## config.mk

```make
export PLATFORM = sky130hd
export DESIGN_NAME = lfm_dpath
export DESIGN_NICKNAME = d
export VERILOG_FILES = /design/src/hdl/landmark_face_matcher_assert.svh /design/src/hdl/lfm_pkg.sv /design/src/hdl/lfm_dpath.sv
export SDC_FILE = /design/constraint.sdc
export NUM_CORES = 2
export LEC_CHECK = 0
export ABC_AREA = 0
export BUFFER_PORTS_ARGS = -buffer_cell sky130_fd_sc_hd__buf_2
export CAP_MARGIN = 20
export CORE_ASPECT_RATIO = 1.1
export CORE_MARGIN = 2
export CORE_UTILIZATION = 57
export DETAILED_ROUTE_END_ITERATION = 8
export PLACE_DENSITY = 0.75
export SYNTH_ARGS = -nofsm -noshare
export SYNTH_HDL_FRONTEND = slang
export SYNTH_SLANG_ARGS = --single-unit
export TNS_END_PERCENT = 100
```

## constraint.sdc

```tcl
create_clock -name clk -period 9.9 [get_ports clk]
set_clock_uncertainty 0.15 [all_clocks]
set_input_delay 1.98 -clock clk [delete_from_list [all_inputs] [get_ports clk]]
set_output_delay 1.98 -clock clk [all_outputs]
set_load 0.03 [all_outputs]
```

## src/hdl/landmark_face_matcher_assert.svh

```systemverilog
// ----------------------------------------------------------------------------
// Landmark face matcher assertion macros
// Wraps concurrent assertions so that synthesis sees empty text.
// ----------------------------------------------------------------------------
`ifndef LANDMARK_FACE_MATCHER_ASSERT_SVH
`define LANDMARK_FACE_MATCHER_ASSERT_SVH
`ifndef SYNTHESIS
// The property must hold at every clock edge outside reset.
`define LFM_ASSERT(lbl, clk, rst, prop) \
  lbl: assert property (@(posedge clk) disable iff (rst) prop) \
    else $error("landmark_face_matcher assertion failed");
// The condition must never be true outside reset.
`define LFM_NEVER(lbl, clk, rst, cond) \
  `LFM_ASSERT(lbl, clk, rst, !(cond))
`else
`define LFM_ASSERT(lbl, clk, rst, prop)
`define LFM_NEVER(lbl, clk, rst, cond)
`endif
`endif

```

## src/hdl/lfm_pkg.sv

```systemverilog
// ----------------------------------------------------------------------------
// Landmark face matcher package
// Sizes, register indexes and the command and status groups shared by the
// controller and the datapath.
// ----------------------------------------------------------------------------
package lfm_pkg;

  localparam int MAX_POINTS     = 8;
  localparam int TEMPLATE_SLOTS = 16;
  localparam int COORD_BITS     = 12;
  localparam int FRAC_BITS      = 8;

  localparam int SIZE_BITS   = 12;
  localparam int REJ_BITS    = 16;
  localparam int TCNT_BITS   = 5;
  localparam int CFG_BITS    = 16;
  localparam int SLOT_BITS   = 4;
  localparam int PT_IDX_BITS = $clog2(MAX_POINTS);
  localparam int CNT_BITS    = $clog2(MAX_POINTS + 1);
  localparam int SCNT_BITS   = $clog2(TEMPLATE_SLOTS + 1);
  localparam int ADDR_BITS   = $clog2(TEMPLATE_SLOTS) + PT_IDX_BITS;

  // Stretch divider: (p - min) * size over the span, one quotient bit a step.
  localparam int PROD_BITS = COORD_BITS + SIZE_BITS;
  localparam int DIV_STEPS = PROD_BITS;

  // Square root: one result bit a step over the scaled squared distance.
  localparam int SQ_BITS    = 2 * SIZE_BITS + 1;
  localparam int SQRT_STEPS = (SQ_BITS + 2 * FRAC_BITS + 1) / 2;
  localparam int RAD_BITS   = 2 * SQRT_STEPS;
  localparam int DIST_BITS  = SQRT_STEPS;
  localparam int SREM_BITS  = DIST_BITS + 2;

  localparam int STEP_BITS = $clog2(DIV_STEPS + SQRT_STEPS + 1);

  // Distance sums.
  localparam int SUM_BITS  = 24;
  localparam int ACC_BITS  = DIST_BITS + CNT_BITS;
  localparam int BEST_BITS = (REJ_BITS + FRAC_BITS > SUM_BITS) ?
                             (REJ_BITS + FRAC_BITS) : SUM_BITS;

  localparam logic [COORD_BITS-1:0] COORD_MAX = '1;
  localparam logic [SUM_BITS-1:0]   SUM_MAX   = '1;

  // Configuration register indexes.
  typedef enum logic [1:0] {
    CFG_TARGET_WIDTH    = 2'd0,
    CFG_TARGET_HEIGHT   = 2'd1,
    CFG_REJECT_DISTANCE = 2'd2,
    CFG_TEMPLATE_COUNT  = 2'd3
  } cfg_idx_t;

  // Request opcodes.
  localparam logic OP_TEMPLATE = 1'b0;
  localparam logic OP_LIVE     = 1'b1;

  // Controller to datapath.
  typedef struct packed {
    logic accept_pt;   // store the accepted point
    logic start;       // a set ended: restart the point walk
    logic axis;        // 0 for x, 1 for y
    logic mul_start;   // form the dividend and load the divider
    logic div_step;
    logic save;        // keep the stretched coordinate
    logic square;      // square the offsets from the first point
    logic root_load;
    logic root_step;
    logic dist_write;  // write the distance of the current point
    logic cmp_init;
    logic mem_rd;
    logic acc;
    logic slot_end;
    logic out_load;
    logic clear_set;
  } cmd_t;

  // Datapath to controller.
  typedef struct packed {
    logic step_last;
    logic pi_in;       // current point index lies inside the set
    logic pi_last;     // current point index is the last buffer entry
    logic slot_in;     // current slot lies below the compared count
    logic is_live;
    logic out_busy;    // result register holds a result not yet taken
  } sts_t;

endpackage

```

## src/hdl/lfm_dpath.sv

```systemverilog
// ----------------------------------------------------------------------------
// Landmark face matcher datapath
// Point buffer and bounds, stretch divider, square root unit, template
// memory, slot comparison and the result register.
// ----------------------------------------------------------------------------
module lfm_dpath import lfm_pkg::*; (
  input  logic                  clk,
  input  logic                  rst,
  input  cmd_t                  cmd,
  output sts_t                  sts,
  // Request payload.
  input  logic                  opcode,
  input  logic [SLOT_BITS-1:0]  template_slot,
  input  logic [COORD_BITS-1:0] point_x,
  input  logic [COORD_BITS-1:0] point_y,
  // Configuration writes.
  input  logic                  cfg_we,
  input  logic [1:0]            cfg_index,
  input  logic [CFG_BITS-1:0]   cfg_data,
  // Result channel.
  output logic                  out_valid,
  input  logic                  out_stall,
  output logic                  match_found,
  output logic [SLOT_BITS-1:0]  match_index,
  output logic [SUM_BITS-1:0]   match_distance
);

  // Configuration registers.
  logic [SIZE_BITS-1:0] target_width, target_height;
  logic [REJ_BITS-1:0]  reject_distance;
  logic [TCNT_BITS-1:0] template_count;

  always_ff @(posedge clk) begin
    if (rst) begin
      target_width    <= SIZE_BITS'(100);
      target_height   <= SIZE_BITS'(100);
      reject_distance <= REJ_BITS'(800);
      template_count  <= '0;
    end else if (cfg_we) begin
      unique case (cfg_idx_t'(cfg_index))
        CFG_TARGET_WIDTH:    target_width    <= cfg_data[SIZE_BITS-1:0];
        CFG_TARGET_HEIGHT:   target_height   <= cfg_data[SIZE_BITS-1:0];
        CFG_REJECT_DISTANCE: reject_distance <= cfg_data[REJ_BITS-1:0];
        CFG_TEMPLATE_COUNT:  template_count  <= cfg_data[TCNT_BITS-1:0];
        default: ;
      endcase
    end
  end

  // Point buffer, set count and running bounds.
  logic [COORD_BITS-1:0] buf_x [MAX_POINTS];
  logic [COORD_BITS-1:0] buf_y [MAX_POINTS];
  logic [CNT_BITS-1:0]   count;
  logic [COORD_BITS-1:0] min_x, max_x, min_y, max_y;
  logic                  room;

  assign room = count < CNT_BITS'(MAX_POINTS);

  always_ff @(posedge clk) begin
    if (rst || cmd.clear_set) begin
      count <= '0;
      min_x <= COORD_MAX;
      min_y <= COORD_MAX;
      max_x <= '0;
      max_y <= '0;
    end else if (cmd.accept_pt && room) begin
      count <= count + 1'b1;
      if (point_x < min_x) min_x <= point_x;
      if (point_x > max_x) max_x <= point_x;
      if (point_y < min_y) min_y <= point_y;
      if (point_y > max_y) max_y <= point_y;
    end
  end

  always_ff @(posedge clk) begin
    if (cmd.accept_pt && room) begin
      buf_x[count[PT_IDX_BITS-1:0]] <= point_x;
      buf_y[count[PT_IDX_BITS-1:0]] <= point_y;
    end
  end

  // Opcode and slot of the point that ended the set.
  logic                 set_op;
  logic [SLOT_BITS-1:0] set_slot;

  always_ff @(posedge clk) begin
    if (cmd.start) begin
      set_op   <= opcode;
      set_slot <= template_slot;
    end
  end

  // Point and slot walk counters.
  logic [CNT_BITS-1:0]  pi;
  logic [SCNT_BITS-1:0] si;
  logic [SCNT_BITS-1:0] slots;

  assign slots = (template_count > TCNT_BITS'(TEMPLATE_SLOTS)) ?
                 SCNT_BITS'(TEMPLATE_SLOTS) : SCNT_BITS'(template_count);

  always_ff @(posedge clk) begin
    if (cmd.start || cmd.cmp_init || cmd.slot_end) begin
      pi <= '0;
    end else if (cmd.dist_write || cmd.acc) begin
      pi <= pi + 1'b1;
    end
    if (cmd.cmp_init) begin
      si <= '0;
    end else if (cmd.slot_end) begin
      si <= si + 1'b1;
    end
  end

  // Shared step counter for the divider and the root unit.
  logic [STEP_BITS-1:0] step;

  always_ff @(posedge clk) begin
    if (cmd.mul_start) begin
      step <= STEP_BITS'(DIV_STEPS);
    end else if (cmd.root_load) begin
      step <= STEP_BITS'(SQRT_STEPS);
    end else if (cmd.div_step || cmd.root_step) begin
      step <= step - 1'b1;
    end
  end

  // Stretch divider, restoring, one quotient bit per step.
  logic [COORD_BITS-1:0] sel_p, sel_min, sel_max;
  logic [SIZE_BITS-1:0]  sel_size;
  logic [COORD_BITS-1:0] span;
  logic                  span_zero;
  logic [PROD_BITS-1:0]  div_num;
  logic [COORD_BITS-1:0] div_rem;
  logic [COORD_BITS:0]   div_sh;
  logic                  div_ge;

  always_comb begin
    if (cmd.axis) begin
      sel_p    = buf_y[pi[PT_IDX_BITS-1:0]];
      sel_min  = min_y;
      sel_max  = max_y;
      sel_size = target_height;
    end else begin
      sel_p    = buf_x[pi[PT_IDX_BITS-1:0]];
      sel_min  = min_x;
      sel_max  = max_x;
      sel_size = target_width;
    end
    span      = sel_max - sel_min;
    span_zero = sel_max <= sel_min;
    div_sh    = {div_rem, div_num[PROD_BITS-1]};
    div_ge    = div_sh >= {1'b0, span};
  end

  always_ff @(posedge clk) begin
    if (cmd.mul_start) begin
      div_num <= PROD_BITS'(sel_p - sel_min) * PROD_BITS'(sel_size);
      div_rem <= '0;
    end else if (cmd.div_step) begin
      div_num <= {div_num[PROD_BITS-2:0], div_ge};
      div_rem <= div_ge ? COORD_BITS'(div_sh - {1'b0, span}) : div_sh[COORD_BITS-1:0];
    end
  end

  // Stretched coordinates of the current point and of the first point.
  logic [SIZE_BITS-1:0] qx, qy, x0, y0, q;

  assign q = span_zero ? '0 : div_num[SIZE_BITS-1:0];

  always_ff @(posedge clk) begin
    if (cmd.save) begin
      if (cmd.axis) begin
        qy <= q;
        if (pi == '0) y0 <= q;
      end else begin
        qx <= q;
        if (pi == '0) x0 <= q;
      end
    end
  end

  // Squared offsets from the first point.
  logic [SIZE_BITS-1:0]   dx, dy;
  logic [2*SIZE_BITS-1:0] dx2, dy2;

  assign dx = (qx > x0) ? qx - x0 : x0 - qx;
  assign dy = (qy > y0) ? qy - y0 : y0 - qy;

  always_ff @(posedge clk) begin
    if (cmd.square) begin
      dx2 <= dx * dx;
      dy2 <= dy * dy;
    end
  end

  // Square root, two radicand bits and one root bit per step.
  logic [RAD_BITS-1:0]  rad;
  logic [SREM_BITS-1:0] srem, s_sh, s_trial;
  logic [DIST_BITS-1:0] root;
  logic                 s_ge;

  assign s_sh    = {srem[SREM_BITS-3:0], rad[RAD_BITS-1 -: 2]};
  assign s_trial = {root, 2'b01};
  assign s_ge    = s_sh >= s_trial;

  always_ff @(posedge clk) begin
    if (cmd.root_load) begin
      rad  <= RAD_BITS'({(SQ_BITS'(dx2) + SQ_BITS'(dy2)), {FRAC_BITS{2'b00}}});
      srem <= '0;
      root <= '0;
    end else if (cmd.root_step) begin
      rad  <= {rad[RAD_BITS-3:0], 2'b00};
      srem <= s_ge ? s_sh - s_trial : s_sh;
      root <= {root[DIST_BITS-2:0], s_ge};
    end
  end

  // Live distances and template memory.
  logic [DIST_BITS-1:0] ldist [MAX_POINTS];
  logic [DIST_BITS-1:0] tmem  [TEMPLATE_SLOTS*MAX_POINTS];
  logic [DIST_BITS-1:0] wdist, rdata;
  logic [ADDR_BITS-1:0] waddr, raddr;

  assign wdist = sts.pi_in ? root : '0;
  assign waddr = {set_slot, pi[PT_IDX_BITS-1:0]};
  assign raddr = {si[SLOT_BITS-1:0], pi[PT_IDX_BITS-1:0]};

  always_ff @(posedge clk) begin
    if (cmd.dist_write) begin
      ldist[pi[PT_IDX_BITS-1:0]] <= wdist;
    end
  end

  always_ff @(posedge clk) begin
    if (cmd.dist_write && set_op == OP_TEMPLATE) begin
      tmem[waddr] <= wdist;
    end
    if (cmd.mem_rd) begin
      rdata <= tmem[raddr];
    end
  end

  // Slot comparison.
  logic [DIST_BITS-1:0] ld, adiff;
  logic [ACC_BITS-1:0]  acc;
  logic [SUM_BITS-1:0]  sum_sat;
  logic [BEST_BITS-1:0] best;
  logic [SLOT_BITS-1:0] best_idx;
  logic                 found;

  assign ld      = ldist[pi[PT_IDX_BITS-1:0]];
  assign adiff   = (ld > rdata) ? ld - rdata : rdata - ld;
  assign sum_sat = (acc > ACC_BITS'(SUM_MAX)) ? SUM_MAX : acc[SUM_BITS-1:0];

  always_ff @(posedge clk) begin
    if (cmd.cmp_init) begin
      acc      <= '0;
      best     <= BEST_BITS'({reject_distance, {FRAC_BITS{1'b0}}});
      best_idx <= '0;
      found    <= 1'b0;
    end else if (cmd.acc) begin
      acc <= acc + ACC_BITS'(adiff);
    end else if (cmd.slot_end) begin
      acc <= '0;
      if (BEST_BITS'(sum_sat) < best) begin
        best     <= BEST_BITS'(sum_sat);
        best_idx <= si[SLOT_BITS-1:0];
        found    <= 1'b1;
      end
    end
  end

  // Result register.
  always_ff @(posedge clk) begin
    if (rst) begin
      out_valid <= 1'b0;
    end else if (cmd.out_load) begin
      out_valid <= 1'b1;
    end else if (!out_stall) begin
      out_valid <= 1'b0;
    end
  end

  always_ff @(posedge clk) begin
    if (cmd.out_load) begin
      match_found    <= found;
      match_index    <= found ? best_idx : '0;
      match_distance <= found ? best[SUM_BITS-1:0] : '0;
    end
  end

  // Status to the controller.
  always_comb begin
    sts           = '0;
    sts.step_last = step == STEP_BITS'(1);
    sts.pi_in     = pi < count;
    sts.pi_last   = pi == CNT_BITS'(MAX_POINTS - 1);
    sts.slot_in   = si < slots;
    sts.is_live   = set_op == OP_LIVE;
    sts.out_busy  = out_valid && out_stall;
  end

endmodule

```

==> insert_results.sql <==
INSERT INTO impl_metrics (metric_group, metric, value, unit) VALUES
('setup_path', 'slowest_delay', '570', 'ps'),
('yosys', 'async_reset_ff_share', '0', '%'),
('global_route', 'number_of_global_route_vias_before_repair', '99610', ''),
('timing', 'maxSlewViolCount', '0', ''),
('global_route', 'antenna_found_initial', '28', ''),
('final_layout', 'finalNonFillerCells', '15120', ''),
('global_route', 'grt_max_degree', '109', ''),
('route', 'viasPerCell', '6.596', ''),
('status', 'run_status', 'completed', ''),
('floorplan', 'io-pin-count', '103', ''),
('floorplan', 'fp.dieArea', '276400', 'µm²'),
('setup_path', 'path_class', 'in -> reg', ''),
('cts', 'h_tree_depth', '5', ''),
('floorplan', 'die_w', '501.4', 'µm'),
('timing', 'max_slew_margin', '15.02', '%'),
('yosys', 'synthXorXnorAreaFrac', '1.161', '%'),
('floorplan', 'rows', '200', ''),
('setup_path', 'startpoint_type', 'primary input', ''),
('timing', 'finalSetupViolCount', '0', ''),
('yosys', 'synthFlopType', 'edfxtp_1', ''),
('final_layout', 'post-route-util', '63.80', '%'),
('cts', 'clock_sink_count', '3471', ''),
('global_route', 'residual_overflow_from_global_routing', '0', ''),
('setup_path', 'worstPathRequired', '10330', 'ps'),
('worst_hold_path', 'min_path_type', 'reg -> reg', ''),
('yosys', 'synth_simple_gate_area_share', '6.610', '%'),
('yosys', 'synth_area_per_cell', '14.00', 'µm²'),
('route', 'drt_pre_antenna_iters', '8', ''),
('setup_path', 'critical_path_peak_fanout', '5', ''),
('yosys', 'synthMuxAreaShare', '5.707', '%'),
('timing', 'layout_worst_path_cycle_share', '94.16', '%'),
('yosys', 'yosysSeqAreaShare', '65.84', '%'),
('setup_path', 'cp_slowest_cell', 'fa_1', ''),
('timing', 'setup_repair_after_global_routing_missed_its_margin', 'false', ''),
('setup_path', 'reg2reg_slack', '730', 'ps'),
('cts', 'tritoncts_clock_tree', 'yes', ''),
('pwr', 'ir_worst_vdd', '0.5891', 'mV'),
('job', 'max_cap_viol_count', '0', ''),
('final_layout', 'fillerInstances', '18990', ''),
('placement', 'dpl.cell_count', '14490', ''),
('setup_path', 'critical_path.most_common_cell', 'fa_1', ''),
('timing', 'period_needed', '9322', 'ps'),
('final_layout', 'synthesis_to_layout_area_growth', '11.15', '%'),
('placement', 'buffer_ports.inserted', '102', ''),
('final_layout', 'post_route_cells_drive_above_1_share', '12.60', '%'),
('floorplan', 'initial_core_util', '57.40', '%'),
('route', 'initialDrtViolationCount', '14320', ''),
('yosys', 'post_synth_num_cell_types', '94', ''),
('setup_path', 'timing.critical_path.arrival', '9750', 'ps'),
('yosys', 'syn_nets', '11890', ''),
('timing', 'timing_worst_slew_pin_value', '1261', 'ps'),
('yosys', 'largest_family_of_logic_cells_by_synthesized_area', 'compound AO/OA/AOI/OAI gates', ''),
('yosys', 'postSynthCellCount', '11080', ''),
('final_layout', 'seqCellArea', '102200', 'µm²'),
('cts', 'post-cts-setup-buffer-count', '0', ''),
('yosys', 'synth_enable_flop_cells', '3262', ''),
('pwr', 'total_leakage_power', '61.09', 'nW'),
('timing', 'final_report_hold_violation_count', '0', ''),
('global_route', 'grt_pass1_wl', '654200', 'µm'),
('timing', 'maxClockFrequency', '0.1073', 'GHz'),
('yosys', 'synth_compound_area_share', '9.743', '%'),
('timing', 'whs', '314.1', 'ps'),
('route', 'post_drt_wl_per_cell', '29.77', 'µm'),
('cts', 'clock_insertion_delay_worst_skew', '920', 'ps'),
('route', 'routed_wl', '450100', 'µm'),
('cts', 'cts-buffers-inserted', '343', ''),
('final_layout', 'num-nets-final', '12130', ''),
('yosys', 'seq_cells_post_synth', '3471', ''),
('route', 'drc_errors_left', '0', ''),
('pwr', 'power_density', '248.2', 'nW/µm²'),
('route', 'detail-route-antenna-nets', '0', ''),
('yosys', 'ys.warnings.count', '0', ''),
('yosys', 'synthAdderAreaFrac', '7.527', '%'),
('placement', 'gp_routability_congestion', '0.9189', ''),
('cts', 'clk_root_buffer_cell', 'clkbuf_16', ''),
('floorplan', 'die_height', '551.2', 'µm'),
('cts', 'cts.reportedPaths.clkPinSlew', '60', 'ps'),
('final_layout', 'multiInputGateArea', '48490', 'µm²'),
('route', 'vias_post_dr', '99710', ''),
('cts', 'clockBufferDepth', '4', ''),
('placement', 'post-dp-hpwl', '270800', 'µm'),
('floorplan', 'floorplan.core_area', '270300', 'µm²'),
('global_route', 'global_route.usage.total', '32.21', '%'),
('setup_path', 'endpoint_kind', 'flop', ''),
('yosys', 'synth_area', '155100', 'µm²');
## power by group
group | leakage (nW) | switching (mW) | internal (mW)
registers | 32.6 | 0.245 | 16.7
clock network | 5.20 | 5.54 | 7.11
logic | 23.3 | 7.36 | 5.82
total | 61.1 | 13.1 | 29.6
## registers in the layout, indices dropped and copies added, names as in the netlist, 24 cells and up, named ones only
register / cells
best: 24
buf_x: 96
div_num: 24
buf_y: 96
rad: 26
acc: 25
match_distance: 24
ldist: 168
tmem: 2688
## synth_stat cells, types with 53 or more instances
library cell | number | share of area [%]
a211oi_1 | 60 | 0.29
a21o_1 | 75 | 0.36
a21oi_1 | 641 | 2.1
a221oi_1 | 184 | 1.0
a22oi_1 | 392 | 1.9
and2_1 | 66 | 0.27
buf_1 | 115 | 0.28
buf_2 | 128 | 0.41
clkbuf_1 | 330 | 0.80
dfxtp_1 | 209 | 2.7
edfxtp_1 | 3262 | 63
fa_1 | 307 | 4.0
ha_1 | 442 | 3.6
inv_1 | 743 | 1.8
mux2_2 | 82 | 0.60
mux2i_1 | 448 | 2.9
mux4_2 | 153 | 2.2
nand2_1 | 707 | 1.7
nand2b_1 | 65 | 0.26
nand3_1 | 213 | 0.69
nand4_1 | 82 | 0.33
nor2_1 | 890 | 2.2
nor2b_1 | 60 | 0.24
nor3_1 | 76 | 0.25
o211ai_1 | 53 | 0.26
o21ai_0 | 490 | 1.6
xnor2_1 | 146 | 0.82
## layer usage
metal	vias to the layer above	wire (µm)	track usage [%]
met5	-	137	0
met4	20	25760	15.77
met3	1348	58100	7.821
met2	7030	207900	51.42
met1	49450	158200	41.60
li1	41860	-	-
## area by class of cell
cell class | count | share of cell area, %
Antenna cell | 15 | 0.02177
Multi-Input combinational cell | 6265 | 28.12
Sequential cell | 3471 | 59.25
Tap cell | 3535 | 2.565
Clock buffer | 434 | 5.341
Timing Repair Buffer | 483 | 2.229
Inverter | 747 | 1.630
Clock inverter | 167 | 0.8403
## final timing paths
check / start / endpoint / cells past startpoint
hold / removal: reject_distance[7] / reject_distance[7] / 2
setup / recovery: cmd[13] / div_num[23] / 33
setup reg to reg: flop / div_num[23] / 30
hold reg to reg: reject_distance[7] / reject_distance[7] / 2
## cells in the final DEF, fill, tap and decap left out, types with 57 or more instances in the layout
cell / Yosys / layout
a221oi_1: 184 / 182
clkbuf_16: 0 / 354
buf_2: 128 / 101
mux4_2: 153 / 153
mux2i_1: 448 / 448
edfxtp_1: 3262 / 3262
clkbuf_1: 330 / 75
nor2b_1: 60 / 57
a21oi_1: 641 / 640
buf_4: 18 / 346
nand2_1: 707 / 707
fa_1: 307 / 307
inv_1: 743 / 741
a21o_1: 75 / 75
a22oi_1: 392 / 392
nand4_1: 82 / 82
o21ai_0: 490 / 488
a211oi_1: 60 / 60
nor3_1: 76 / 71
nor2_1: 890 / 752
nand3_1: 213 / 213
nand2b_1: 65 / 65
nor2_2: 1 / 90
dfxtp_1: 209 / 199
ha_1: 442 / 442
mux2_2: 82 / 82
clkinv_1: 0 / 62
xnor2_1: 146 / 146
## cells by family (layout without fill, tap and decap cells)
kind of cell / count (synthesis) / after routing
compound gates: 2315 / 2315
simple gates: 2318 / 2318
buf+inv: 1342 / 1831
fa+ha+maj: 749 / 749
xor+xnor: 200 / 200
mux: 683 / 683
other cells: 0 / 15
flops: 3471 / 3471
## repair_timing
| action | 4_1_cts | 5_1_grt |
|---|---|---|
| setup endpoints to repair | 0 | 1 |
| hold buffers | 0 | 0 |
| resized for setup | 0 | 2 |
## stage by stage
step	setup WS [ps]	power, mW	instance area (µm²)	TNS, ps
after floorplan	3.784	26.82	155100	0
after global placement	-208.7	29.98	161500	-689.8
after detailed placement	-203.6	30.30	161600	-602.7
after CTS	611.2	42.79	172200	0
after global routing	8.999	45.10	172400	0
final	578.0	42.79	172400	0
## critical path: cells and delay by family
kind | cells | cell delay (ps)
mux | 1 | 370
compound gates | 13 | 2550
simple gates | 3 | 360
fa+ha+maj | 8 | 3540
buf+inv | 6 | 550
xor+xnor | 2 | 370
(Power assumes the default switching activity.)
