<file path="config.mk">
export PLATFORM = sky130hd
export DESIGN_NAME = lfm_ctrl
export DESIGN_NICKNAME = d
export VERILOG_FILES = /design/src/hdl/lfm_pkg.sv /design/src/hdl/lfm_ctrl.sv
export VERILOG_INCLUDE_DIRS = /design/src /design/src/hdl
export SDC_FILE = /design/constraint.sdc
export NUM_CORES = 1
export LEC_CHECK = 0
export BUFFER_PORTS_ARGS = -buffer_cell sky130_fd_sc_hd__buf_4
export CORE_UTILIZATION = 53
export CTS_BUF_LIST = sky130_fd_sc_hd__clkbuf_8
export CTS_CLUSTER_DIAMETER = 60
export DETAILED_ROUTE_END_ITERATION = 7
export GPL_ROUTABILITY_DRIVEN = 0
export PLACE_DENSITY = 0.81
export SYNTH_ARGS = -nofsm -noshare
export SYNTH_HDL_FRONTEND = slang
export SYNTH_SLANG_ARGS = --single-unit
</file>
<file path="constraint.sdc">
create_clock -name clk -period 2.45 [get_ports clk]
set_input_delay 0.49 -clock clk [delete_from_list [all_inputs] [get_ports clk]]
set_output_delay 0.49 -clock clk [all_outputs]
set_load 0.05 [all_outputs]
</file>
<file path="src/hdl/landmark_face_matcher_assert.svh">
// ----------------------------------------------------------------------------
// Landmark face matcher assertion macros
// Wraps concurrent assertions so that synthesis sees empty text.
// ----------------------------------------------------------------------------
`ifndef LANDMARK_FACE_MATCHER_ASSERT_SVH
`define LANDMARK_FACE_MATCHER_ASSERT_SVH
`ifndef SYNTHESIS
// The property must hold at every clock edge outside reset.
`define LFM_ASSERT(lbl, clk, rst, prop) \
  lbl: assert property (@(posedge clk) disable iff (rst) prop) \
    else $error("landmark_face_matcher assertion failed");
// The condition must never be true outside reset.
`define LFM_NEVER(lbl, clk, rst, cond) \
  `LFM_ASSERT(lbl, clk, rst, !(cond))
`else
`define LFM_ASSERT(lbl, clk, rst, prop)
`define LFM_NEVER(lbl, clk, rst, cond)
`endif
`endif

</file>
<file path="src/hdl/lfm_pkg.sv">
// ----------------------------------------------------------------------------
// Landmark face matcher package
// Sizes, register indexes and the command and status groups shared by the
// controller and the datapath.
// ----------------------------------------------------------------------------
package lfm_pkg;

  localparam int MAX_POINTS     = 8;
  localparam int TEMPLATE_SLOTS = 16;
  localparam int COORD_BITS     = 12;
  localparam int FRAC_BITS      = 8;

  localparam int SIZE_BITS   = 12;
  localparam int REJ_BITS    = 16;
  localparam int TCNT_BITS   = 5;
  localparam int CFG_BITS    = 16;
  localparam int SLOT_BITS   = 4;
  localparam int PT_IDX_BITS = $clog2(MAX_POINTS);
  localparam int CNT_BITS    = $clog2(MAX_POINTS + 1);
  localparam int SCNT_BITS   = $clog2(TEMPLATE_SLOTS + 1);
  localparam int ADDR_BITS   = $clog2(TEMPLATE_SLOTS) + PT_IDX_BITS;

  // Stretch divider: (p - min) * size over the span, one quotient bit a step.
  localparam int PROD_BITS = COORD_BITS + SIZE_BITS;
  localparam int DIV_STEPS = PROD_BITS;

  // Square root: one result bit a step over the scaled squared distance.
  localparam int SQ_BITS    = 2 * SIZE_BITS + 1;
  localparam int SQRT_STEPS = (SQ_BITS + 2 * FRAC_BITS + 1) / 2;
  localparam int RAD_BITS   = 2 * SQRT_STEPS;
  localparam int DIST_BITS  = SQRT_STEPS;
  localparam int SREM_BITS  = DIST_BITS + 2;

  localparam int STEP_BITS = $clog2(DIV_STEPS + SQRT_STEPS + 1);

  // Distance sums.
  localparam int SUM_BITS  = 24;
  localparam int ACC_BITS  = DIST_BITS + CNT_BITS;
  localparam int BEST_BITS = (REJ_BITS + FRAC_BITS > SUM_BITS) ?
                             (REJ_BITS + FRAC_BITS) : SUM_BITS;

  localparam logic [COORD_BITS-1:0] COORD_MAX = '1;
  localparam logic [SUM_BITS-1:0]   SUM_MAX   = '1;

  // Configuration register indexes.
  typedef enum logic [1:0] {
    CFG_TARGET_WIDTH    = 2'd0,
    CFG_TARGET_HEIGHT   = 2'd1,
    CFG_REJECT_DISTANCE = 2'd2,
    CFG_TEMPLATE_COUNT  = 2'd3
  } cfg_idx_t;

  // Request opcodes.
  localparam logic OP_TEMPLATE = 1'b0;
  localparam logic OP_LIVE     = 1'b1;

  // Controller to datapath.
  typedef struct packed {
    logic accept_pt;   // store the accepted point
    logic start;       // a set ended: restart the point walk
    logic axis;        // 0 for x, 1 for y
    logic mul_start;   // form the dividend and load the divider
    logic div_step;
    logic save;        // keep the stretched coordinate
    logic square;      // square the offsets from the first point
    logic root_load;
    logic root_step;
    logic dist_write;  // write the distance of the current point
    logic cmp_init;
    logic mem_rd;
    logic acc;
    logic slot_end;
    logic out_load;
    logic clear_set;
  } cmd_t;

  // Datapath to controller.
  typedef struct packed {
    logic step_last;
    logic pi_in;       // current point index lies inside the set
    logic pi_last;     // current point index is the last buffer entry
    logic slot_in;     // current slot lies below the compared count
    logic is_live;
    logic out_busy;    // result register holds a result not yet taken
  } sts_t;

endpackage

</file>
<file path="src/hdl/lfm_ctrl.sv">
// ----------------------------------------------------------------------------
// Landmark face matcher controller
// Sequences the point walk, the stretch divides, the square roots, the
// template store and the slot comparison.
// ----------------------------------------------------------------------------
`include "landmark_face_matcher_assert.svh"

module lfm_ctrl import lfm_pkg::*; (
  input  logic clk,
  input  logic rst,
  input  logic in_valid,
  output logic in_stall,
  input  logic last_point,
  input  sts_t sts,
  output cmd_t cmd
);

  typedef enum logic [12:0] {
    S_IDLE = 13'b0000000000001,
    S_PT   = 13'b0000000000010,
    S_MUL  = 13'b0000000000100,
    S_DIV  = 13'b0000000001000,
    S_SAVE = 13'b0000000010000,
    S_SQ   = 13'b0000000100000,
    S_RLD  = 13'b0000001000000,
    S_ROOT = 13'b0000010000000,
    S_WR   = 13'b0000100000000,
    S_CHK  = 13'b0001000000000,
    S_RD   = 13'b0010000000000,
    S_ACC  = 13'b0100000000000,
    S_END  = 13'b1000000000000
  } state_t;

  state_t state, state_next;
  logic   axis, axis_next;
  logic   in_accept;
  logic   out_wait;

  assign in_stall  = (state != S_IDLE) || out_wait;
  assign in_accept = in_valid && !in_stall;

  // Pending live result waiting for room in the result register.
  logic out_wait_next;

  always_ff @(posedge clk) begin
    if (rst) begin
      state    <= S_IDLE;
      axis     <= 1'b0;
      out_wait <= 1'b0;
    end else begin
      state    <= state_next;
      axis     <= axis_next;
      out_wait <= out_wait_next;
    end
  end

  // Next state and commands.
  always_comb begin
    state_next    = state;
    axis_next     = axis;
    out_wait_next = out_wait;
    cmd           = '0;
    cmd.axis      = axis;
    if (out_wait && !sts.out_busy) begin
      cmd.out_load  = 1'b1;
      cmd.clear_set = 1'b1;
      out_wait_next = 1'b0;
    end
    unique case (state)
      S_IDLE: begin
        cmd.accept_pt = in_accept;
        if (in_accept && last_point) begin
          cmd.start  = 1'b1;
          state_next = S_PT;
        end
      end
      S_PT: begin
        axis_next  = 1'b0;
        state_next = sts.pi_in ? S_MUL : S_WR;
      end
      S_MUL: begin
        cmd.mul_start = 1'b1;
        state_next    = S_DIV;
      end
      S_DIV: begin
        cmd.div_step = 1'b1;
        if (sts.step_last) state_next = S_SAVE;
      end
      S_SAVE: begin
        cmd.save = 1'b1;
        if (!axis) begin
          axis_next  = 1'b1;
          state_next = S_MUL;
        end else begin
          state_next = S_SQ;
        end
      end
      S_SQ: begin
        cmd.square = 1'b1;
        state_next = S_RLD;
      end
      S_RLD: begin
        cmd.root_load = 1'b1;
        state_next    = S_ROOT;
      end
      S_ROOT: begin
        cmd.root_step = 1'b1;
        if (sts.step_last) state_next = S_WR;
      end
      S_WR: begin
        cmd.dist_write = 1'b1;
        if (!sts.pi_last) begin
          state_next = S_PT;
        end else if (sts.is_live) begin
          cmd.cmp_init = 1'b1;
          state_next   = S_CHK;
        end else begin
          cmd.clear_set = 1'b1;
          state_next    = S_IDLE;
        end
      end
      S_CHK: begin
        if (!sts.slot_in) begin
          out_wait_next = 1'b1;
          state_next    = S_IDLE;
        end else begin
          state_next = sts.pi_in ? S_RD : S_END;
        end
      end
      S_RD: begin
        cmd.mem_rd = 1'b1;
        state_next = S_ACC;
      end
      S_ACC: begin
        cmd.acc    = 1'b1;
        state_next = S_CHK;
      end
      S_END: begin
        cmd.slot_end = 1'b1;
        state_next   = S_CHK;
      end
      default: state_next = S_IDLE;
    endcase
  end

  `LFM_ASSERT(a_mid_point_stays_idle, clk, rst, (in_accept && !last_point) |=> state == S_IDLE)
  `LFM_NEVER(a_load_into_busy_output, clk, rst, cmd.out_load && sts.out_busy)
  `LFM_ASSERT(a_result_only_for_live, clk, rst, cmd.out_load |-> sts.is_live)

endmodule

</file>
==> impl_metrics.json, run 1 <==
{
  "status": "finished, final reports clean",
  "wl_per_cell_microns": 15.8,
  "grt_pass1_wl_microns": 4240,
  "async_flop_share_pct": 0,
  "clkLatencyLatePin_ns": 0.25,
  "max-clock-path-buffers": 2,
  "rows": 15,
  "max_slew_margin_pct": 67.1,
  "ys_ff_latch": 15,
  "holdCritStartpoint": "sts[4]",
  "die-width_microns": 45.1,
  "antenna_found_initial": 0,
  "final_antenna_net_count": 0,
  "worst_pin_slew_ns": 0.493,
  "synth_top_area_share_pct": 30.5,
  "max-cap-violations": 0,
  "die_area_sq_mm": 0.00204,
  "drt-initial-drc-count": 36,
  "clock-sinks": 15,
  "yosys.cell_types.count": 41,
  "avgViaCountPerCell": 6.08,
  "diodes": 0,
  "r2r-end": "state[0]",
  "finalSetupViolations": 0,
  "track_usage_pct": 29.2,
  "h-tree-depth": 1,
  "drc_errors": 0,
  "period_share_pct": 96.4,
  "path_class": "reg -> out",
  "grt_overflow": 0,
  "r2r_cells": 5,
  "nNetsFinal": 164,
  "required_ns": 1.96,
  "syn2layout_area_growth_pct": 36.2,
  "post_cts_buffers": 0,
  "multiInputGateArea_sq_um": 696,
  "synthFlopType": "dfxtp_1",
  "finalHoldViolations": 0,
  "start_util_pct": 57.1,
  "syn_avg_cell_area_sq_um": 7.95,
  "hold_depth": 2,
  "layout_commonest_cell": "buf_4",
  "clock-root-buffer": "clkbuf_8",
  "drive_gt1_share_pct": 38.6,
  "cts.clk_slew.worst_paths_ns": 0.07,
  "fmax_ghz": 0.423,
  "synth_area_sq_um": 986,
  "io_buffers": 26,
  "syn-num-nets": 134,
  "dp_hpwl_microns": 2010,
  "vias": 1082,
  "seq_area_frac_synth_pct": 30.5,
  "cts_tree": "yes",
  "synth_edf_count": 0,
  "critPathCaptureType": "output pin",
  "cp_slowest_cell": "or4_1",
  "fill_cells": 130,
  "fin_skew_ns": 0.00451,
  "p_per_area_mw_per_mm2": 543,
  "die-height_microns": 45.1,
  "cp_slowest_stage_delay_ns": 0.62,
  "regArea_sq_um": 303,
  "cp_cell_sequence": "or4_1 > nor2_1 > nand4_1 > inv_1 > buf_4",
  "core_area_sq_mm": 0.00173,
  "firstDrtPassIters": 6,
  "r2r_start": "state[4]",
  "crit_arrival_ns": 1.87,
  "whs_ns": 0.423,
  "ioPinCount": 27,
  "slew_violations": 0,
  "post-route-util_pct": 77.8,
  "grt_pass1_vias": 919,
  "synth_area_leader_cell": "dfxtp_1",
  "cts_buffers": 3,
  "yosys-top-cells-area": "dfxtp_1 (30%), nor3b_1 (6.9%), nor2_1 (5.3%)",
  "p_leak_nw": 0.566,
  "grt_start_max_net_pins": 12,
  "period_needed_ns": 2.36,
  "wl_microns": 2820,
  "rsz0062_at_grt": "no",
  "min_to": "state[12]",
  "yosys_warnings": 0,
  "startpoint_type": "flip-flop",
  "cp_max_fo": 8,
  "tns_ns": 0,
  "synth_cells": 124,
  "vdd_drop_max_uv": 410,
  "hold_class": "in -> reg",
  "reg2reg_slack_ns": 0.39,
  "final_cell_mix": "buf_4 (31), nor2_1 (13), dfxtp_1 (13)"
}
==> stage by stage <==
step                      instances  instance area [sq um]  total power, mW  setup WS, ns
after global placement          174                   1260            0.498         0.251
after global routing            178                   1340            0.756        0.0125
final                           178                   1340            0.729        0.0882
after floorplan                 124                   1030            0.437        -0.343
after detailed placement        174                   1260            0.504         0.208
after CTS                       178                   1330            0.719        0.0302
==> cell type report <==
| type | instances | area share, % |
|---|---|---|
| Timing Repair Buffer | 32 | 18.2 |
| Clock buffer | 3 | 3.08 |
| Multi-Input combinational cell | 96 | 51.8 |
| Clock inverter | 1 | 0.373 |
| Sequential cell | 15 | 22.6 |
| Inverter | 6 | 1.68 |
| Tap cell | 25 | 2.33 |
==> report_power, final <==
group          internal, mW  leakage (nW)  switching, mW
registers             0.252         0.122         0.0254
clock network         0.113        0.0255         0.0957
logic                 0.102         0.418          0.142
==> logic make-up after synthesis <==
family / Yosys count / synth area share, %
buf+inv: 13 / 6.73
compound gates: 22 / 16.6
xor+xnor: 2 / 1.78
flops: 15 / 30.5
simple gates: 72 / 44.4
==> worst max-delay path by stage <==
stage                   from      end  slack (ns)
floorplan           state[3]   cmd[3]       -0.34
global placement    state[3]   cmd[0]        0.25
detailed placement  state[3]   cmd[0]        0.21
CTS                 state[4]  cmd[11]        0.03
global route        state[7]   cmd[3]        0.01
finish              state[4]  cmd[12]        0.09
==> synthesized netlist by cell type (all sizes together) (3+ instances only) <==
cell   count
or4        3
nor3b      9
a21oi      5
nand4      4
and2       4
inv        6
o21ai      4
nor2b      4
nor2      14
buf        5
nor3       5
nor4b      4
nor4       4
dfxtp     15
nand3      3
nand2      8
==> per-layer routing <==
layer	global-route usage (%)	up-vias	wire length, microns
met5	0	-	0
met4	9.09	0	108
met3	3.60	11	140
met2	48.7	49	1380
met1	39.1	511	1190
li1	-	511	-
==> worst max-delay path: cells and delay by family (launching register included) <==
family,cells,cell delay [ns]
buffers and inverters,2,0.29
DFF,1,0.40
and+or+nand+nor,3,0.92
==> registers in the layout, indices dropped and copies added, names as in the netlist <==
signal    count
out_wait      1
axis          1
state        13
==> what timing repair did <==
item / CTS / global route
hold buffers: 0 / 0
gates resized for setup: 3 / 5
hold endpoints to repair: 0 / 0
pin swaps: 0 / 1
endpoints found under the setup margin: 7 / 8
cloned: 0 / 0
Note: power is estimated with default switching activity, not from simulation.
==> run 2: changes to the inputs <==
--- a/config.mk
+++ b/config.mk
@@ -12,7 +12,7 @@
 export CTS_CLUSTER_DIAMETER = 60
 export DETAILED_ROUTE_END_ITERATION = 7
 export GPL_ROUTABILITY_DRIVEN = 0
-export PLACE_DENSITY = 0.81
+export PLACE_DENSITY_LB_ADDON = 0.12
 export SYNTH_ARGS = -nofsm -noshare
 export SYNTH_HDL_FRONTEND = slang
 export SYNTH_SLANG_ARGS = --single-unit
==> run 2 against run 1 <==
Against the previous run: sequential power about the same; power decreased by 1.6%; hold slack about the same; register-to-register slack got worse by 0.07 ns; routed wire length decreased by 10%; clock power decreased by 2%.
==> impl_metrics.json, run 2 (same netlist as run 1, synthesis figures left out) <==
{
  "r2r_start": "state[3]",
  "drt-initial-drc-count": 33,
  "p_per_area_mw_per_mm2": 540,
  "cts.clk_slew.worst_paths_ns": 0.06,
  "cp_slowest_cell": "dfxtp_1",
  "clock-sinks": 15,
  "grt_pass1_vias": 937,
  "post-route-util_pct": 77.0,
  "die-height_microns": 45.1,
  "p_total_mw": 0.718,
  "period_share_pct": 95.7,
  "startpoint": "state[4]",
  "wl_per_cell_microns": 14.3,
  "dp_hpwl_microns": 1910,
  "regMostFlops": "state",
  "h-tree-depth": 1,
  "clock-root-buffer": "clkbuf_8",
  "vdd_drop_max_uv": 571,
  "whs_ns": 0.422,
  "wl_microns": 2530,
  "swShare_pct": 35.1,
  "cp_cell_sequence": "nor4_2 > buf_4 > or2b_1 > nor4_4 > buf_4",
  "track_usage_pct": 27.6,
  "share_comb_of_total_power_pct": 33.2,
  "reg.largest.list": "state: 13 flops, axis: 1 flops, out_wait: 1 flops",
  "p_int_mw": 0.466,
  "cp_max_fo": 8,
  "finalSetupViolations": 0,
  "hold_buffers": 0,
  "drive_gt1_share_pct": 36.8,
  "layout_commonest_cell": "buf_4",
  "grt_overflow": 0,
  "max-cap-violations": 0,
  "finalHoldViolations": 0,
  "cp.depth": 5,
  "cpLargestDelayFamily": "simple AND/OR/NAND/NOR gates",
  "rsz0062_at_grt": "no",
  "grt_start_max_net_pins": 12,
  "cp_slowest_stage_delay_ns": 0.38,
  "hold_class": "in -> reg",
  "largest_reg_flops": 13,
  "worst_pin_slew_ns": 0.486,
  "die-width_microns": 45.1,
  "fin_skew_ns": 0.000915,
  "max_slew_margin_pct": 67.5,
  "start_util_pct": 57.1,
  "switchingPower_mw": 0.252,
  "clkPwrFrac_pct": 28.5,
  "required_ns": 1.96,
  "post_cts_buffers": 0,
  "r2r-end": "state[5]",
  "diodes": 0,
  "antenna_found_initial": 0,
  "status": "finished, final reports clean",
  "endpoint": "cmd[11]",
  "critPathCaptureType": "output pin",
  "fmax_ghz": 0.426,
  "crit_buf_inv": 2,
  "crit_arrival_ns": 1.86,
  "grt_pass1_wl_microns": 4000,
  "die_area_sq_mm": 0.00204,
  "avgViaCountPerCell": 5.82,
  "cts_buffers": 3,
  "max-clock-path-buffers": 2,
  "nNetsFinal": 163,
  "final_antenna_net_count": 0,
  "crit_top_cell": "buf_4",
  "slew_violations": 0,
  "hold_depth": 2,
  "p_leak_nw": 0.559,
  "period_needed_ns": 2.35,
  "drc_errors": 0,
  "r2r_cells": 5,
  "syn2layout_area_growth_pct": 34.8,
  "ioPinCount": 27,
  "cts_tree": "yes",
  "rows": 15,
  "firstDrtPassIters": 4,
  "final_cell_mix": "buf_4 (31), dfxtp_1 (15), nor2_1 (13)",
  "clkLatencyLatePin_ns": 0.25,
  "reg2reg_slack_ns": 0.32,
  "path_class": "reg -> out",
  "io_buffers": 26,
  "power_frac_seq_pct": 38.3,
  "core_area_sq_mm": 0.00173,
  "startpoint_type": "flip-flop",
  "tns_ns": 0,
  "vias": 1030
}
[run 2: changes by cell type in the layout (fill, tap and decap cells not counted), sizes merged]
cell  delta
buf      -1
[run 2: final cells by class]
type                    instances  area [sq um]
clock inverters                 1          5.00
well taps                      25          31.3
clock buffers                   3          41.3
flip-flops and latches         15           300
fillers                       126           398
repair buffers                 31           233
inverters                       6          22.5
multi-input cells              96           696
[run 2: routing by layer]
metal	global-route usage (%)	wire, microns	share of wire (%)	up-vias
met1	35.8	1140	45	476
met5	0	0	0	-
met2	45.2	1240	49	38
met3	4.80	126	5.0	4
li1	-	-	-	512
met4	10.9	25	0.99	0
[run 2: metrics by stage]
step	instances	cell area, sq um	setup WS [ns]
2_1_floorplan	124	1030	-0.343
4_1_cts	177	1310	0.00857
3_5_place_dp	173	1250	0.204
5_1_grt	177	1330	0.00512
6_report	177	1330	0.105
3_3_place_gp	173	1250	0.219
[run 2: worst min-delay path by stage]
stage	start	to	slack, ns
2_1_floorplan	axis	state[5]	0.49
3_3_place_gp	axis	state[5]	0.50
3_5_place_dp	axis	state[5]	0.51
4_1_cts	sts[4]	state[12]	0.43
5_1_grt	sts[4]	state[12]	0.42
6_report	sts[4]	state[12]	0.42
[run 2: timing repair]
item | 4_1_cts | 5_1_grt
gates cloned | 0 | 0
gates resized for setup | 1 | 4
endpoints found under the setup margin | 4 | 4
[run 2: power by group through the flow]
stage	combinational, mW	clock, mW	sequential (mW)
global route	0.255	0.218	0.278
floorplan	0.178	0	0.259
finish	0.238	0.205	0.275
detailed placement	0.225	0	0.275
CTS	0.229	0.206	0.271
global placement	0.224	0	0.273
==> run 3: changes to the inputs <==
==> constraint.sdc (replaced) <==
create_clock -name clk -period 2.45 [get_ports clk]
set_input_delay 0.3675 -clock clk [delete_from_list [all_inputs] [get_ports clk]]
set_output_delay 0.3675 -clock clk [all_outputs]
set_load 0.05 [all_outputs]
==> run 3 against run 2 <==
Against the previous run: sequential share of layout area up 0.41 points; combinational power down 6%; clock power down 6%; clock skew about the same; routed wire length down 1.4%; maximum frequency down 0.90%; critical path type unchanged; largest power group unchanged.
==> impl_metrics.json, run 3 (same netlist as run 1, synthesis figures left out) <==
{
  "status": "finished, final reports clean",
  "drc_errors": 0,
  "finish.instance_area_sq_mm": 0.00131,
  "regMostFlops": "state",
  "cts_buffers": 3,
  "post-route-util_pct": 75.6,
  "h-tree-depth": 1,
  "required_ns": 2.08,
  "die-height_microns": 45.1,
  "firstDrtPassIters": 4,
  "io_buffers": 26,
  "final_cells": 177,
  "finalSetupViolations": 0,
  "critPathCaptureType": "output pin",
  "core_area_sq_mm": 0.00173,
  "max-cap-violations": 0,
  "largest_reg_flops": 13,
  "place_inst": 173,
  "cts.clk_slew.worst_paths_ns": 0.06,
  "p_leak_nw": 0.557,
  "nNetsFinal": 163,
  "clkLatencyLatePin_ns": 0.25,
  "startpoint_type": "flip-flop",
  "drt-initial-drc-count": 51,
  "drive_gt1_share_pct": 34.9,
  "start_util_pct": 57.1,
  "p_per_area_mw_per_mm2": 528,
  "post_cts_buffers": 0,
  "rsz0062_at_grt": "no",
  "period_needed_ns": 2.37,
  "reg.largest.list": "state: 13 flops, axis: 1 flops, out_wait: 1 flops",
  "fill_cells": 144,
  "max-clock-path-buffers": 2,
  "track_usage_pct": 26.8,
  "regArea_sq_um": 300,
  "crit_arrival_ns": 2.00,
  "fin_skew_ns": 0.00139,
  "wl_per_cell_microns": 14.1,
  "period_share_pct": 96.6,
  "grt_pass1_wl_microns": 3880,
  "hold_class": "in -> reg",
  "worst_pin_slew_ns": 0.434,
  "wl_microns": 2500,
  "diodes": 0,
  "path_class": "reg -> out",
  "avgViaCountPerCell": 5.85,
  "clock-sinks": 15,
  "ioPinCount": 27,
  "fmax_ghz": 0.423,
  "final_cell_mix": "buf_4 (31), dfxtp_1 (15), nor2_1 (13)",
  "die_area_sq_mm": 0.00204,
  "cts_tree": "yes",
  "die-width_microns": 45.1,
  "antenna_found_initial": 0,
  "place_area_sq_mm": 0.00125,
  "syn2layout_area_growth_pct": 32.4,
  "rows": 15,
  "final_antenna_net_count": 0,
  "grt_overflow": 0,
  "grt_start_max_net_pins": 12,
  "grt_pass1_vias": 841,
  "clock-root-buffer": "clkbuf_8",
  "vias": 1036,
  "cp_max_fo": 11,
  "dp_hpwl_microns": 1880,
  "layout_commonest_cell": "buf_4",
  "whs_ns": 0.298,
  "max_slew_margin_pct": 70.8,
  "vdd_drop_max_uv": 555,
  "finalHoldViolations": 0,
  "multiInputGateArea_sq_um": 673,
  "slew_violations": 0
}
run 3: worst paths after layout:
path | endpoint | cells after the start | start | slack, ns
worst min register to register | state[5] | 1 | axis | 0.52
worst max-delay path | cmd[0] | 7 | state[3] | 0.08
worst min-delay path | state[12] | 2 | sts[4] | 0.30
worst max register to register | state[5] | 5 | state[3] | 0.37
run 3: worst max-delay path, cell delays in order, from the launching register on:
cell      delay, ns
dfxtp_1        0.40
nor4_1         0.44
buf_4          0.19
nand2_1        0.09
nor2_2         0.18
nand2_1        0.12
o21bai_2       0.12
buf_4          0.21
run 3: area by class of cell:
class | instances | share of cell area [%]
flip-flops and latches | 15 | 23.0
clock buffers | 3 | 3.16
well taps | 25 | 2.40
multi-input cells | 96 | 51.6
clock inverters | 1 | 0.288
inverters | 6 | 1.73
repair buffers | 31 | 17.8
run 3: through the flow:
| stage | setup TNS (ns) | power [mW] | worst slack, ns |
|---|---|---|---|
| floorplan | -0.521 | 0.435 | -0.221 |
| global placement | 0 | 0.492 | 0.366 |
| detailed placement | 0 | 0.494 | 0.369 |
| CTS | 0 | 0.684 | 0.108 |
| global route | 0 | 0.720 | 0.0255 |
| finish | 0 | 0.689 | 0.0832 |
run 3: where the power goes:
part | switching (mW) | internal [mW]
Combinational | 0.133 | 0.0911
Clock | 0.0825 | 0.111
Sequential | 0.0193 | 0.252
Total | 0.235 | 0.454
run 3: what timing repair did:
action                     CTS  global route
setup endpoints to repair    0             2
resized for setup            0             2
hold endpoints to repair     0             0
hold buffers                 0             0
run 3: metal layers:
layer  global-route usage, %  up-vias  share of wire [%]
met5                       0        -                  0
met4                    12.1        0                1.8
met3                    2.80        6                4.6
met2                    42.0       39                 46
met1                    36.9      483                 47
li1                        -      508                  -
